[config.mk]
export PLATFORM = sky130hd
export DESIGN_NAME = number_to_ascii_text_emitter_top_flat
export DESIGN_NICKNAME = d
export VERILOG_FILES = /design/src/rtl/core/n2a_pkg.sv /design/src/rtl/core/n2a_if.sv /design/src/rtl/core/n2a_bcd_conv.sv /design/src/rtl/core/number_to_ascii_text_emitter_top.sv /design/src/flat_wrapper.sv
export SDC_FILE = /design/constraint.sdc
export NUM_CORES = 1
export LEC_CHECK = 0
export ABC_AREA = 1
export BUFFER_PORTS_ARGS = -buffer_cell sky130_fd_sc_hd__buf_2
export CELL_PAD_IN_SITES_DETAIL_PLACEMENT = 1
export CELL_PAD_IN_SITES_GLOBAL_PLACEMENT = 1
export CORE_ASPECT_RATIO = 2
export CORE_UTILIZATION = 40
export DETAILED_ROUTE_END_ITERATION = 7
export PLACE_DENSITY = 0.88
export SLEW_MARGIN = 10
export SYNTH_ARGS = -nofsm -noshare
export SYNTH_HDL_FRONTEND = slang
export SYNTH_HIERARCHICAL = 1
export SYNTH_SLANG_ARGS = --single-unit
[constraint.sdc]
create_clock -name i_clk -period 4.2 [get_ports i_clk]
set_clock_uncertainty 0.2 [all_clocks]
set_input_delay 0.21 -clock i_clk [delete_from_list [all_inputs] [get_ports i_clk]]
set_output_delay 0.21 -clock i_clk [all_outputs]
set_load 0.1 [all_outputs]
[src/rtl/core/n2a_pkg.sv]
// Shared constants, codes and helpers for the number-to-ASCII text emitter.
package n2a_pkg;

    localparam int OP_W    = 3;
    localparam int VALUE_W = 64;
    localparam int CHAR_W  = 8;
    localparam int BIN_W   = 32;
    localparam int DEC_DIGITS = 10;
    localparam int BCD_W   = 4 * DEC_DIGITS;

    localparam logic [OP_W-1:0] OP_HEX8  = 3'd0;
    localparam logic [OP_W-1:0] OP_HEX16 = 3'd1;
    localparam logic [OP_W-1:0] OP_HEX32 = 3'd2;
    localparam logic [OP_W-1:0] OP_HEX64 = 3'd3;
    localparam logic [OP_W-1:0] OP_DEC   = 3'd4;

    localparam logic [CHAR_W-1:0] CH_ZERO    = 8'h30;
    localparam logic [CHAR_W-1:0] CH_X       = 8'h78;
    localparam logic [CHAR_W-1:0] CH_NEWLINE = 8'h0a;
    localparam logic [CHAR_W-1:0] CH_LOWER_A = 8'h61;

    typedef logic [CHAR_W-1:0] t_char;

    // Lower-case hex digit for one nibble; also serves BCD digits.
    function automatic t_char digit_char(input logic [3:0] nib);
        t_char c;
        if (nib < 4'd10) begin
            c = CH_ZERO + {4'b0000, nib};
        end else begin
            c = CH_LOWER_A + {4'b0000, nib - 4'd10};
        end
        return c;
    endfunction

endpackage

[src/rtl/core/n2a_if.sv]
// Valid/ready channel interfaces for input items and output characters.
interface n2a_in_if;
    logic                          valid;
    logic                          ready;
    logic [n2a_pkg::OP_W-1:0]      op;
    logic [n2a_pkg::VALUE_W-1:0]   value;

    modport source (output valid, output op, output value, input ready);
    modport sink   (input valid, input op, input value, output ready);
endinterface

interface n2a_out_if;
    logic                          valid;
    logic                          ready;
    logic [n2a_pkg::CHAR_W-1:0]    text_char;
    logic                          last_char;

    modport source (output valid, output text_char, output last_char, input ready);
    modport sink   (input valid, input text_char, input last_char, output ready);
endinterface

[src/rtl/core/n2a_bcd_conv.sv]
// Iterative binary-to-BCD converter: one shift-and-adjust step per cycle.
module n2a_bcd_conv (
    input  logic                       i_clk,
    input  logic                       i_rst_n,
    input  logic                       i_start,
    input  logic [n2a_pkg::BIN_W-1:0]  i_bin,
    output logic                       o_done,
    output logic [n2a_pkg::BCD_W-1:0]  o_bcd
);
    import n2a_pkg::*;

    localparam int CNT_W = $clog2(BIN_W);

    logic [BIN_W-1:0] r_bin, n_bin;
    logic [BCD_W-1:0] r_bcd, n_bcd;
    logic [CNT_W-1:0] r_cnt;
    logic             r_busy;
    logic             r_done;
    logic [BCD_W-1:0] adj;

    // add 3 to every digit of 5 or more, then shift the next bit in
    always_comb begin
        for (int d = 0; d < DEC_DIGITS; d++) begin
            if (r_bcd[4*d +: 4] >= 4'd5) begin
                adj[4*d +: 4] = r_bcd[4*d +: 4] + 4'd3;
            end else begin
                adj[4*d +: 4] = r_bcd[4*d +: 4];
            end
        end
        n_bcd = {adj[BCD_W-2:0], r_bin[BIN_W-1]};
        n_bin = {r_bin[BIN_W-2:0], 1'b0};
    end

    always_ff @(posedge i_clk) begin
        if (!i_rst_n) begin
            r_busy <= 1'b0;
            r_done <= 1'b0;
            r_cnt  <= '0;
        end else begin
            r_done <= 1'b0;
            if (i_start) begin
                r_busy <= 1'b1;
                r_cnt  <= '0;
            end else if (r_busy) begin
                r_cnt <= r_cnt + 1'b1;
                if (r_cnt == CNT_W'(BIN_W - 1)) begin
                    r_busy <= 1'b0;
                    r_done <= 1'b1;
                end
            end
        end
    end

    always_ff @(posedge i_clk) begin
        if (i_start) begin
            r_bin <= i_bin;
            r_bcd <= '0;
        end else if (r_busy) begin
            r_bin <= n_bin;
            r_bcd <= n_bcd;
        end
    end

    assign o_done = r_done;
    assign o_bcd  = r_bcd;

endmodule

[src/rtl/core/number_to_ascii_text_emitter_top.sv]
// Top level: formats one value as hex or decimal ASCII, one character per transaction.
// Hex: after the input transaction, one character per cycle while the output is taken.
// Decimal: the BCD shift/adjust unit is loaded and run, leading zeros are dropped, keeping
//   at least one digit, then one character per cycle while the output is taken.
// Input ready only while idle. Synchronous active-low reset clears control state and
//   sets the append-newline flag r_nl to 1.
module number_to_ascii_text_emitter_top (
    input  logic                 i_clk,
    input  logic                 i_rst_n,
    n2a_in_if.sink               i_in,
    n2a_out_if.source            o_out,
    input  logic                 i_cfg_wr_en,
    input  logic                 i_cfg_wr_data
);
    import n2a_pkg::*;

    localparam logic [2:0] S_IDLE = 3'd0;
    localparam logic [2:0] S_CONV = 3'd1;
    localparam logic [2:0] S_SKIP = 3'd2;
    localparam logic [2:0] S_PFX0 = 3'd3;
    localparam logic [2:0] S_PFXX = 3'd4;
    localparam logic [2:0] S_DIG  = 3'd5;
    localparam logic [2:0] S_NL   = 3'd6;

    localparam int NIB_CNT_W = 5;

    logic [2:0]           r_state;
    logic [VALUE_W-1:0]   r_data;
    logic [NIB_CNT_W-1:0] r_cnt;
    logic                 r_nl;
    logic                 r_out_valid;
    t_char                r_out_char;
    logic                 r_out_last;

    logic                 in_acc;
    logic                 can_emit;
    logic                 conv_start;
    logic                 conv_done;
    logic [BCD_W-1:0]     conv_bcd;
    logic [VALUE_W-1:0]   hex_aligned;
    logic                 emit;
    t_char                emit_char;
    logic                 emit_last;

    assign i_in.ready  = (r_state == S_IDLE);
    assign in_acc      = i_in.valid && i_in.ready;
    assign can_emit    = !r_out_valid || o_out.ready;
    assign conv_start  = in_acc && (i_in.op == OP_DEC);

    n2a_bcd_conv u_conv (
        .i_clk   (i_clk),
        .i_rst_n (i_rst_n),
        .i_start (conv_start),
        .i_bin   (i_in.value[BIN_W-1:0]),
        .o_done  (conv_done),
        .o_bcd   (conv_bcd)
    );

    // put the used nibbles at the top of the shift register
    always_comb begin
        case (i_in.op)
            OP_HEX8:  hex_aligned = {i_in.value[7:0],  56'd0};
            OP_HEX16: hex_aligned = {i_in.value[15:0], 48'd0};
            OP_HEX32: hex_aligned = {i_in.value[31:0], 32'd0};
            default:  hex_aligned = i_in.value;
        endcase
    end

    always_comb begin
        emit      = 1'b0;
        emit_char = CH_ZERO;
        emit_last = 1'b0;
        case (r_state)
            S_PFX0: begin
                emit = can_emit;
            end
            S_PFXX: begin
                emit      = can_emit;
                emit_char = CH_X;
            end
            S_DIG: begin
                emit      = can_emit;
                emit_char = digit_char(r_data[VALUE_W-1 -: 4]);
                emit_last = (r_cnt == NIB_CNT_W'(1)) && !r_nl;
            end
            S_NL: begin
                emit      = can_emit;
                emit_char = CH_NEWLINE;
                emit_last = 1'b1;
            end
            default: begin
                emit = 1'b0;
            end
        endcase
    end

    always_ff @(posedge i_clk) begin
        if (!i_rst_n) begin
            r_state     <= S_IDLE;
            r_nl        <= 1'b1;
            r_out_valid <= 1'b0;
            r_cnt       <= '0;
        end else begin
            if (i_cfg_wr_en) begin
                r_nl <= i_cfg_wr_data;
            end

            if (emit) begin
                r_out_valid <= 1'b1;
            end else if (o_out.ready) begin
                r_out_valid <= 1'b0;
            end

            case (r_state)
                S_IDLE: begin
                    if (in_acc) begin
                        if (i_in.op < OP_DEC) begin
                            r_cnt   <= NIB_CNT_W'(2) << i_in.op[1:0];
                            r_state <= S_PFX0;
                        end else if (i_in.op == OP_DEC) begin
                            r_state <= S_CONV;
                        end
                    end
                end
                S_CONV: begin
                    if (conv_done) begin
                        r_cnt   <= NIB_CNT_W'(DEC_DIGITS);
                        r_state <= S_SKIP;
                    end
                end
                S_SKIP: begin
                    // drop leading zeros, keep at least one digit
                    if (r_data[VALUE_W-1 -: 4] == 4'd0 && r_cnt > NIB_CNT_W'(1)) begin
                        r_cnt <= r_cnt - 1'b1;
                    end else begin
                        r_state <= S_DIG;
                    end
                end
                S_PFX0: begin
                    if (emit) begin
                        r_state <= S_PFXX;
                    end
                end
                S_PFXX: begin
                    if (emit) begin
                        r_state <= S_DIG;
                    end
                end
                S_DIG: begin
                    if (emit) begin
                        r_cnt <= r_cnt - 1'b1;
                        if (r_cnt == NIB_CNT_W'(1)) begin
                            r_state <= r_nl ? S_NL : S_IDLE;
                        end
                    end
                end
                S_NL: begin
                    if (emit) begin
                        r_state <= S_IDLE;
                    end
                end
                default: begin
                    r_state <= S_IDLE;
                end
            endcase
        end
    end

    // payload: nibble shift register and output character
    always_ff @(posedge i_clk) begin
        if (r_state == S_IDLE && in_acc) begin
            r_data <= hex_aligned;
        end else if (r_state == S_CONV && conv_done) begin
            r_data <= {conv_bcd, {(VALUE_W - BCD_W){1'b0}}};
        end else if (r_state == S_SKIP && r_data[VALUE_W-1 -: 4] == 4'd0
                     && r_cnt > NIB_CNT_W'(1)) begin
            r_data <= {r_data[VALUE_W-5:0], 4'd0};
        end else if (r_state == S_DIG && emit) begin
            r_data <= {r_data[VALUE_W-5:0], 4'd0};
        end

        if (emit) begin
            r_out_char <= emit_char;
            r_out_last <= emit_last;
        end
    end

    assign o_out.valid     = r_out_valid;
    assign o_out.text_char = r_out_char;
    assign o_out.last_char = r_out_last;

    a_dig_cnt_nonzero: assert property (@(posedge i_clk) disable iff (!i_rst_n)
        (r_state == S_DIG || r_state == S_SKIP) |-> (r_cnt != '0))
        else $error("digit count empty while emitting digits");

    a_conv_done_in_conv: assert property (@(posedge i_clk) disable iff (!i_rst_n)
        conv_done |-> (r_state == S_CONV))
        else $error("BCD conversion finished outside CONV state");

    a_bad_op_ignored: assert property (@(posedge i_clk) disable iff (!i_rst_n)
        (in_acc && i_in.op > OP_DEC) |=> (r_state == S_IDLE))
        else $error("unused format left idle state");

    a_last_ends_item: assert property (@(posedge i_clk) disable iff (!i_rst_n)
        (emit && emit_last) |=> (r_state == S_IDLE))
        else $error("final character emitted before item finished");

endmodule
[src/flat_wrapper.sv]
// flat-port wrapper written by rule: the top's interface ports become plain ports
module number_to_ascii_text_emitter_top_flat import n2a_pkg::*;
  (i_clk, i_rst_n, i_cfg_wr_en, i_cfg_wr_data, i_in_valid, i_in_op, i_in_value, i_in_ready, o_out_valid, o_out_text_char, o_out_last_char, o_out_ready);
  n2a_in_if i_in_i ();
  n2a_out_if o_out_i ();
  input  logic i_clk;
  input  logic i_rst_n;
  input  logic i_cfg_wr_en;
  input  logic i_cfg_wr_data;
  input wire logic [$bits(i_in_i.valid)-1:0] i_in_valid;
  input wire logic [$bits(i_in_i.op)-1:0] i_in_op;
  input wire logic [$bits(i_in_i.value)-1:0] i_in_value;
  output wire logic [$bits(i_in_i.ready)-1:0] i_in_ready;
  output wire logic [$bits(o_out_i.valid)-1:0] o_out_valid;
  output wire logic [$bits(o_out_i.text_char)-1:0] o_out_text_char;
  output wire logic [$bits(o_out_i.last_char)-1:0] o_out_last_char;
  input wire logic [$bits(o_out_i.ready)-1:0] o_out_ready;
  assign i_in_i.valid = i_in_valid;
  assign i_in_i.op = i_in_op;
  assign i_in_i.value = i_in_value;
  assign i_in_ready = i_in_i.ready;
  assign o_out_valid = o_out_i.valid;
  assign o_out_text_char = o_out_i.text_char;
  assign o_out_last_char = o_out_i.last_char;
  assign o_out_i.ready = o_out_ready;
  number_to_ascii_text_emitter_top u_core (.i_clk(i_clk), .i_rst_n(i_rst_n), .i_in(i_in_i), .o_out(o_out_i), .i_cfg_wr_en(i_cfg_wr_en), .i_cfg_wr_data(i_cfg_wr_data));
endmodule
==> flow_metrics.py, run 1 <==
metrics = {
    "status": {
        "status": "completed",
    },
    "power_and_ir_drop": {
        "peakVddDrop_mv": 0.3712,
        "p_leak_nw": 4.790,
        "power-per-cell-area_nw_per_um2": 569.6,
    },
    "yosys": {
        "netlist_area_sq_um": 9019,
        "synth_edf_count": 104,
        "ys.flop_type": "edfxtp_1",
        "ys_warn_count": 6,
        "ys_types": 42,
        "syn_area_per_cell_sq_um": 7.988,
        "synth_seq_cells": 161,
        "yosysSeqAreaShare_pct": 47.28,
        "syn_inst": 1129,
        "syn_nets": 1230,
        "synthArstFlopShare_pct": 0,
    },
    "grt": {
        "busiest_layer": "met2",
        "gr-usage-met1_pct": 28.18,
        "antenna_found_initial": 0,
        "grt_max_degree": 65,
        "grt_pass1_wl_microns": 48500,
        "grtUsageMet3_pct": 5.258,
        "grt_pass1_vias": 9159,
        "met2_usage_pct": 48.47,
        "grt_use_total_pct": 27.91,
        "grt.overflow.total": 0,
    },
    "drt": {
        "wl_microns": 31310,
        "vias": 8602,
        "remaining_drc_errors": 0,
        "dr.first_iter.drc_count": 698,
        "ant_nets": 0,
        "first_pass_iters": 5,
        "vias_per_cell": 5.597,
        "avgRoutedWirePerCell_microns": 20.37,
    },
    "sta": {
        "finalWorstSetupSlack_ns": 1.115,
        "final.min_clock_period_ns": 3.085,
        "rsz0062_at_grt": "no",
        "fmax_ghz": 0.3241,
        "tightest_slew_ns": 0.9947,
        "report.final.slew_viol_count": 0,
        "whs_ns": 0.01181,
        "fin_crit_sh_pct": 73.46,
        "slew_headroom_pct": 33.50,
        "setup_viol": 0,
        "hold_viol_final": 0,
    },
    "floorplanning": {
        "start_util_pct": 40.88,
        "dieWidth_microns": 108.2,
        "num_rows": 77,
        "die_area_sq_um": 23190,
        "io_pins": 84,
        "die_h_microns": 214.4,
        "core-area_sq_um": 22060,
    },
    "critical_path": {
        "critical_path.max_fanout": 30,
        "reg2reg_setup_slack_ns": 1.11,
        "crit_type": "reg -> reg",
        "required_ns": 4.19,
        "start_kind": "register",
        "max_stage_delay_ns": 0.45,
        "r2r_cells": 10,
        "crit_buf_inv": 4,
        "r2r_start": "u_core/r_state[0]",
        "cp_slowest_cell": "clkinv_1",
        "critical_path.endpoint_type": "register",
        "path_cells": "nor2_4 -> inv_4 -> nor2_8 -> nand2_4 -> nor3_2 -> buf_4 -> clkinv_1 -> buf_4 -> nand2_1 -> nand2_1",
        "r2r-end": "u_core/u_conv/r_bin[24]",
        "crit_family": "buffers and inverters",
        "arrival_ns": 3.08,
    },
    "hold_path": {
        "min_path_cells": 5,
        "timing.hold.worst.class": "in -> reg",
        "min_to": "u_core/r_data[41]",
        "hold_start": "i_in_value[41]",
    },
    "finish": {
        "multiInputGateArea_sq_um": 4065,
        "synthToLayoutAreaGrowth_pct": 18.98,
        "final_layout_size_suffix_gt1_share_pct": 13.48,
        "antenna_cells": 0,
        "final_core_util_pct": 48.64,
        "fill_cells": 2695,
        "nets": 1349,
        "register_area_sq_um": 4269,
    },
    "job": {
        "cap_viol_max_count": 0,
    },
    "placed_design": {
        "io_buffers": 82,
        "dp_slack_ns": 1.166,
        "hpwl_microns": 21480,
        "place_congestion": 0.8867,
    },
    "clocking": {
        "numCtsBuffers": 17,
        "cts_tree": "yes",
        "h-tree-depth": 4,
        "path_clk_slew_ns": 0.07,
        "numClockSinks": 161,
        "insertion_delay_ns": 0.45,
        "root_buffer": "clkbuf_16",
        "post_cts_resized": 0,
        "cts_buffer_depth": 2,
    },
}
==> what timing repair did <==
action                    4_1_cts  5_1_grt
hold buffers                   55        0
buffers inserted                0        0
hold endpoints to repair       75        0
==> worst max-delay path by stage <==
stage	start	end	slack [ns]	cells past startpoint
after floorplan	u_core/r_state[2]	u_core/r_data[0]	-0.18	3
after global placement	u_core/r_state[0]	u_core/u_conv/r_bin[30]	1.28	10
after detailed placement	u_core/r_state[0]	u_core/u_conv/r_bin[18]	1.17	10
after CTS	u_core/r_state[0]	u_core/u_conv/r_bin[28]	1.16	10
after global routing	u_core/r_state[0]	u_core/u_conv/r_bin[24]	0.93	10
final	u_core/r_state[0]	u_core/u_conv/r_bin[24]	1.11	10
==> area by class of cell <==
type                    instances  share of cell area, %
flip-flops and latches        161                  39.79
multi-input cells             813                  37.88
repair buffers                147                  9.771
clock buffers                  19                  4.035
inverters                     108                  3.801
well taps                     276                  3.218
clock inverters                13                  1.504
==> layout by cell type, fill, tap and decap left out, types with 4 or more instances in the layout <==
cell type and instances:
inv_2 8, o21ai_1 38, nor2_2 4, or2_0 8, o22ai_1 8, clkbuf_16 17, o21ai_0 75, nand3_1 94
nor2_1 83, dfxtp_1 55, xor2_1 4, or2_1 10, edfxtp_1 104, buf_4 9, nand4_1 4, nand2_1 374
o211ai_2 17, a22oi_1 4, o211ai_1 12, ha_1 28, dlygate4sd3_1 55, buf_2 82, inv_1 98, a21oi_1 23
==> per-layer routing <==
metal	up-vias	wire length (microns)
met1	4204	11180
li1	3967	-
met4	0	2659
met5	-	0
met2	307	16070
met3	124	1397
==> logic make-up after synthesis <==
group	Yosys count	synth area share, %
xor gates and xnor gates	4	0.3884
other	1	0.04158
AOI/OAI and AO/OA	188	12.90
adders and majority gates	28	3.885
buffers and inverters	155	7.755
DFF	161	47.28
and+or+nand+nor	592	27.75
==> through the flow <==
step	std cells	power, W	instance area (sq um)	setup TNS [ns]
6_report	1537	0.006112	10730	0
5_1_grt	1537	0.006413	10730	0
4_1_cts	1537	0.006076	10730	0
3_5_place_dp	1450	0.004404	9585	0
3_3_place_gp	1450	0.004298	9585	0
2_1_floorplan	1129	0.003927	9026	-11.27
==> where the power goes <==
group          total [W]  switching [W]  internal, W
Sequential       0.00244       0.000210      0.00223
Clock            0.00161       0.000677     0.000937
Combinational    0.00206        0.00146     0.000606
==> synthesized netlist by cell type, types with 3 or more instances <==
cell / n / share of area (%)
o22ai_1: 8 / 0.55
a22oi_1: 4 / 0.33
inv_1: 99 / 4.1
clkbuf_1: 13 / 0.54
nand3_1: 94 / 5.2
buf_6: 10 / 1.2
buf_4: 4 / 0.33
nand4_1: 4 / 0.28
dfxtp_1: 57 / 13
nor2_1: 85 / 3.5
inv_2: 7 / 0.29
o211ai_2: 17 / 2.4
a21oi_1: 23 / 1.3
o22ai_2: 3 / 0.42
o21ai_1: 38 / 2.1
or2_0: 8 / 0.55
nand2_2: 3 / 0.21
ha_1: 28 / 3.9
nand2_1: 374 / 16
edfxtp_1: 104 / 35
o21ai_2: 3 / 0.29
or2_1: 10 / 0.69
o211ai_1: 12 / 1.0
buf_2: 20 / 1.1
o21ai_0: 75 / 4.2
xor2_1: 4 / 0.39
==> worst register-to-register path, cell delays in order, from the launching register on <==
cell      delay [ns]
dfxtp_1         0.43
nor2_4          0.21
inv_4           0.08
nor2_8          0.12
nand2_4         0.24
nor3_2          0.18
buf_4           0.30
clkinv_1        0.46
buf_4           0.44
nand2_1         0.12
nand2_1         0.07
==> state kept, by name, indices dropped and copies added (netlist names) <==
name,count
u_core/u_conv/r_cnt,5
u_core/o_out.valid,1
u_core/r_nl,1
u_core/u_conv/r_bin,32
u_core/u_conv/o_done,1
u_core/r_data,64
u_core/o_out.last_char,1
u_core/r_cnt,5
u_core/o_out.text_char,7
u_core/u_conv/o_bcd,40
u_core/r_state,3
u_core/u_conv/r_busy,1
Note: power is estimated with default switching activity, not from simulation.
==> run 2: changes to the inputs <==
Settings changed: CORE_UTILIZATION 40 to 45, PLACE_DENSITY 0.88 to 0.93.
Clock period 4.2 ns to 3.1 ns, I/O delays scaled along.
==> run 2 against run 1 <==
Against the previous run:
- the flow now finishes with violations (negative hold slack)
- sequential share of layout area decreased by 0.43 points
- final area grew 1.1%
- critical path depth stayed put
- maximum frequency is 4.9% higher
- critical path type unchanged
- largest power group unchanged
- highest routed layer is now met5
==> flow_metrics.py, run 2 (synthesis results as in run 1) <==
metrics = {
    "clocking": {
        "root_buffer": "clkbuf_16",
        "post_cts_buffers": 0,
        "post_cts_resized": 0,
        "numClockSinks": 161,
        "numCtsBuffers": 17,
        "insertion_delay_ns": 0.46,
        "path_clk_slew_ns": 0.07,
        "h-tree-depth": 4,
        "cts-hold-fix-buffers": 58,
        "cts_buffer_depth": 2,
        "cts_tree": "yes",
    },
    "finish": {
        "largest_reg_flops": 64,
        "nets": 1362,
        "synthToLayoutAreaGrowth_pct": 20.27,
        "register_area_sq_um": 4269,
        "regMostFlops": "u_core/r_data",
        "final_layout_size_suffix_gt1_share_pct": 14.29,
        "final_cell_mix": "nand2_1 (374), edfxtp_1 (104), inv_1 (98)",
        "fill_cells": 2371,
        "final_common_cell": "nand2_1",
        "antenna_cells": 0,
        "multiInputGateArea_sq_um": 4065,
    },
    "sta": {
        "hold_viol_final": 1,
        "setup_viol": 0,
        "tightest_slew_ns": 0.8582,
        "final.min_clock_period_ns": 2.941,
        "fmax_ghz": 0.3400,
        "report.final.slew_viol_count": 0,
        "fin_crit_sh_pct": 94.88,
        "rsz0062_at_grt": "no",
        "slew_headroom_pct": 42.65,
        "whs_ns": -0.001055,
        "finalWorstSetupSlack_ns": 0.1587,
    },
    "critical_path": {
        "max_stage_delay_ns": 0.44,
        "critical_path.max_fanout": 27,
        "path_cells": "nor2_4 -> inv_4 -> nor2_8 -> nand2_4 -> nor3_2 -> buf_4 -> clkinv_1 -> buf_4 -> nand2_1 -> nand2_1",
        "arrival_ns": 2.92,
        "start_kind": "register",
        "crit_type": "reg -> reg",
        "cp_slowest_cell": "dfxtp_1",
        "required_ns": 3.08,
        "critical_path.endpoint_type": "register",
    },
    "power_and_ir_drop": {
        "p_leak_nw": 4.863,
        "peakVddDrop_mv": 0.6348,
        "power-per-cell-area_nw_per_um2": 841.0,
    },
    "drt": {
        "wl_met2_microns": 20490,
        "remaining_drc_errors": 0,
        "ant_nets": 0,
        "wl_microns": 43360,
        "wl_met3_microns": 5226,
        "vias_per_cell": 6.401,
        "vias": 9812,
        "top_layer_used": "met5",
        "first_pass_iters": 6,
        "met1_length_microns": 13530,
        "dr.first_iter.drc_count": 1315,
        "avgRoutedWirePerCell_microns": 28.29,
    },
    "floorplanning": {
        "start_util_pct": 46.35,
        "dieWidth_microns": 102.1,
        "core-area_sq_um": 19460,
        "die_area_sq_um": 20650,
        "die_h_microns": 202.2,
        "num_rows": 72,
        "io_pins": 84,
    },
    "grt": {
        "grt.overflow.total": 0,
        "grt_pass1_vias": 10259,
        "antenna_found_initial": 3,
        "grt_max_degree": 35,
        "grt_pass1_wl_microns": 64160,
        "grt_use_total_pct": 44.00,
    },
    "placed_design": {
        "io_buffers": 82,
        "hpwl_microns": 22390,
        "place_congestion": 0.9197,
        "dp_slack_ns": 0.5033,
    },
    "hold_path": {
        "timing.hold.worst.class": "in -> reg",
    },
    "status": {
        "violations": "negative hold slack",
        "status": "finished with violations",
    },
    "job": {
        "cap_viol_max_count": 0,
    },
}
[run 2: cell types whose count changed in the layout (fill, tap and decap cells not counted), sizes merged]
| cell | delta |
|---|---|
| buf | +10 |
| clkbuf | -1 |
| clkinv | +3 |
| dlygate4sd3 | +3 |
| inv | -2 |
[run 2: worst max-delay path, delay by kind of cell (launching register included)]
family                 cells  cell delay, ns
AND/OR/NAND/NOR            6            1.25
buffers and inverters      4            0.77
flip-flops                 1            0.44
[run 2: report_power, final]
group          internal (W)  leakage (nW)  switching [W]
clock               0.00128         0.291       0.000995
combinational      0.000884          3.13        0.00249
sequential          0.00302          1.44       0.000441
[run 2: worst paths after layout]
check / from / to / slack [ns] / depth (start not counted)
worst max-delay path: u_core/r_state[0] / u_core/u_conv/r_bin[23] / 0.16 / 10
worst min register to register: u_core/u_conv/o_bcd[9] / u_core/u_conv/o_bcd[9] / 0.29 / 2
worst max register to register: u_core/r_state[0] / u_core/u_conv/r_bin[23] / 0.16 / 10
worst min-delay path: i_in_value[39] / u_core/r_data[39] / -0.001 / 5
[run 2: through the flow]
step	cell area, sq um	std cells	setup TNS, ns	util, %	power (W)
global route	10850	1533	0	55.74	0.009359
CTS	10850	1533	0	55.74	0.008550
finish	10850	1533	0	55.74	0.009122
detailed placement	9664	1443	0	49.67	0.006096
global placement	9664	1443	0	49.67	0.005931
floorplan	9026	1129	-81.67	-	0.005321
[run 2: area by class of cell]
class | instances | area share (%)
flip-flops and latches | 161 | 39.36
multi-input cells | 813 | 37.48
repair buffers | 160 | 10.87
clock buffers | 18 | 4.049
inverters | 108 | 3.761
well taps | 259 | 2.988
clock inverters | 14 | 1.500
[run 2: routing by layer]
layer / global-route usage [%] / up-vias
li1: - / 3990
met2: 68.94 / 848
met5: 0 / -
met1: 44.41 / 4675
met4: 35.10 / 2
met3: 19.36 / 297
==> run 3: changes to the inputs <==
Clock period 3.1 ns to 2.8 ns, I/O delays scaled along.
==> run 3 against run 2 <==
Against the previous run:
- the run now ends clean
- via count decreased by 1.9%
- flip-flop and latch count is the same
- clock-buffer cell count increased by 2
- sequential share of layout area about the same
- sequential power increased by 11%
- global-route usage shrank 2.3 points
- register-to-register slack got worse by 0.09 ns
- first-iteration DRC count decreased by 11%
- critical path type unchanged
- non-clock buffer count grew 7
- core utilization is essentially flat
==> flow_metrics.py, run 3 (synthesis results as in run 1) <==
metrics = {
    "critical_path": {
        "start_kind": "register",
        "crit_type": "reg -> reg",
        "crit_family": "simple AND/OR/NAND/NOR gates",
        "arrival_ns": 2.66,
        "critical_path.max_fanout": 30,
        "cp_slowest_cell": "dfxtp_1",
        "cpMostUsedCell": "nand2_1",
        "path_cells": "nor2_4 -> inv_4 -> nor2_8 -> nand2_4 -> nor3_2 -> clkinv_1 -> buf_4 -> nand2_1 -> nand2_1",
        "required_ns": 2.73,
        "max_stage_delay_ns": 0.44,
        "crit_buf_inv": 3,
        "critical_path.endpoint_type": "register",
    },
    "floorplanning": {
        "die_h_microns": 202.2,
        "dieWidth_microns": 102.1,
        "die_area_sq_um": 20650,
        "core-area_sq_um": 19460,
        "start_util_pct": 46.35,
        "num_rows": 72,
        "io_pins": 84,
    },
    "clocking": {
        "cts_buffer_depth": 2,
        "post_cts_buffers": 0,
        "h-tree-depth": 4,
        "numClockSinks": 161,
        "path_clk_slew_ns": 0.08,
        "cts_tree": "yes",
        "numCtsBuffers": 17,
        "insertion_delay_ns": 0.46,
        "root_buffer": "clkbuf_16",
    },
    "drt": {
        "ant_nets": 0,
        "remaining_drc_errors": 0,
        "dr.first_iter.drc_count": 1174,
        "avgRoutedWirePerCell_microns": 27.18,
        "wl_microns": 41880,
        "vias": 9629,
        "vias_per_cell": 6.249,
        "first_pass_iters": 7,
    },
    "placed_design": {
        "place_congestion": 0.9439,
        "io_buffers": 82,
        "hpwl_microns": 22360,
    },
    "grt": {
        "grt_pass1_wl_microns": 61490,
        "grt_use_total_pct": 41.73,
        "grt.overflow.total": 0,
        "antenna_found_initial": 2,
        "grt_pass1_vias": 10093,
        "grt_max_degree": 65,
    },
    "finish": {
        "largest_reg_flops": 64,
        "fill_cells": 2370,
        "final_cell_mix": "nand2_1 (374), edfxtp_1 (104), inv_1 (97)",
        "final_layout_size_suffix_gt1_share_pct": 13.97,
        "regMostFlops": "u_core/r_data",
        "final_common_cell": "nand2_1",
        "synthToLayoutAreaGrowth_pct": 20.17,
        "nets": 1369,
    },
    "sta": {
        "hold_viol_final": 0,
        "tightest_slew_ns": 0.7982,
        "rsz0062_at_grt": "no",
        "setup_viol": 0,
        "slew_headroom_pct": 46.64,
        "report.final.slew_viol_count": 0,
        "setup_tns_ns": 0,
        "fmax_ghz": 0.3663,
        "whs_ns": 0.06629,
        "final.min_clock_period_ns": 2.730,
        "fin_crit_sh_pct": 97.50,
    },
    "power_and_ir_drop": {
        "finalPower_w": 0.009618,
        "p_leak_nw": 4.830,
        "peakVddDrop_mv": 0.6392,
        "power-per-cell-area_nw_per_um2": 887.5,
    },
    "status": {
        "status": "completed",
    },
    "job": {
        "cap_viol_max_count": 0,
    },
    "hold_path": {
        "timing.hold.worst.class": "in -> reg",
    },
}
==> run 3: timing repair <==
item	CTS	global route
endpoints found under the hold margin	101	0
resized for setup	0	2
endpoints found under the setup margin	0	2
hold buffers	67	0
==> run 3: final timing paths <==
| check | depth (start not counted) | slack (ns) | start | endpoint |
|---|---|---|---|---|
| worst max register to register | 9 | 0.07 | u_core/r_state[0] | u_core/u_conv/r_bin[22] |
| worst min-delay path | 5 | 0.07 | i_in_value[35] | u_core/r_data[35] |
| worst min register to register | 2 | 0.27 | u_core/u_conv/o_bcd[33] | u_core/u_conv/o_bcd[33] |
| worst max-delay path | 9 | 0.07 | u_core/r_state[0] | u_core/u_conv/r_bin[22] |
==> run 3: cell type report <==
| type | instances | area [sq um] | area share [%] |
|---|---|---|---|
| flip-flops and latches | 161 | 4269 | 39.39 |
| multi-input cells | 813 | 4065 | 37.51 |
| repair buffers | 167 | 1241 | 11.45 |
| clock buffers | 20 | 436.7 | 4.029 |
| inverters | 108 | 414.1 | 3.821 |
| well taps | 259 | 324.1 | 2.990 |
| clock inverters | 12 | 85.08 | 0.7850 |
| diodes | 1 | 2.502 | 0.02309 |
==> run 3: where the power goes <==
part           switching (W)  internal, W
registers           0.000480      0.00335
clock network        0.00108      0.00113
logic                0.00263     0.000952
total                0.00418      0.00544
==> run 3: worst reg2reg max path, delay by kind of cell (launching register included) <==
| kind | cells | cell delay (ns) |
|---|---|---|
| and+or+nand+nor | 6 | 1.18 |
| buffers and inverters | 3 | 0.59 |
| DFF | 1 | 0.44 |
==> run 3: routing by layer <==
layer / vias up / routed length, microns / track usage, %
li1: 4006 / - / -
met1: 4606 / 13800 / 42.38
met2: 729 / 19840 / 67.21
met3: 284 / 4013 / 13.24
met4: 4 / 4170 / 35.87
met5: - / 59 / 2.564
==> run 3: per-stage QoR <==
step	cells	instance area (sq um)	worst slack [ns]	util (%)
4_1_cts	1540	10830	0.2625	55.67
5_1_grt	1541	10840	0.07384	55.70
2_1_floorplan	1129	9030	-1.576	-
6_report	1541	10840	0.07001	55.70
3_5_place_dp	1441	9641	0.3663	49.54
3_3_place_gp	1441	9641	0.5526	49.54
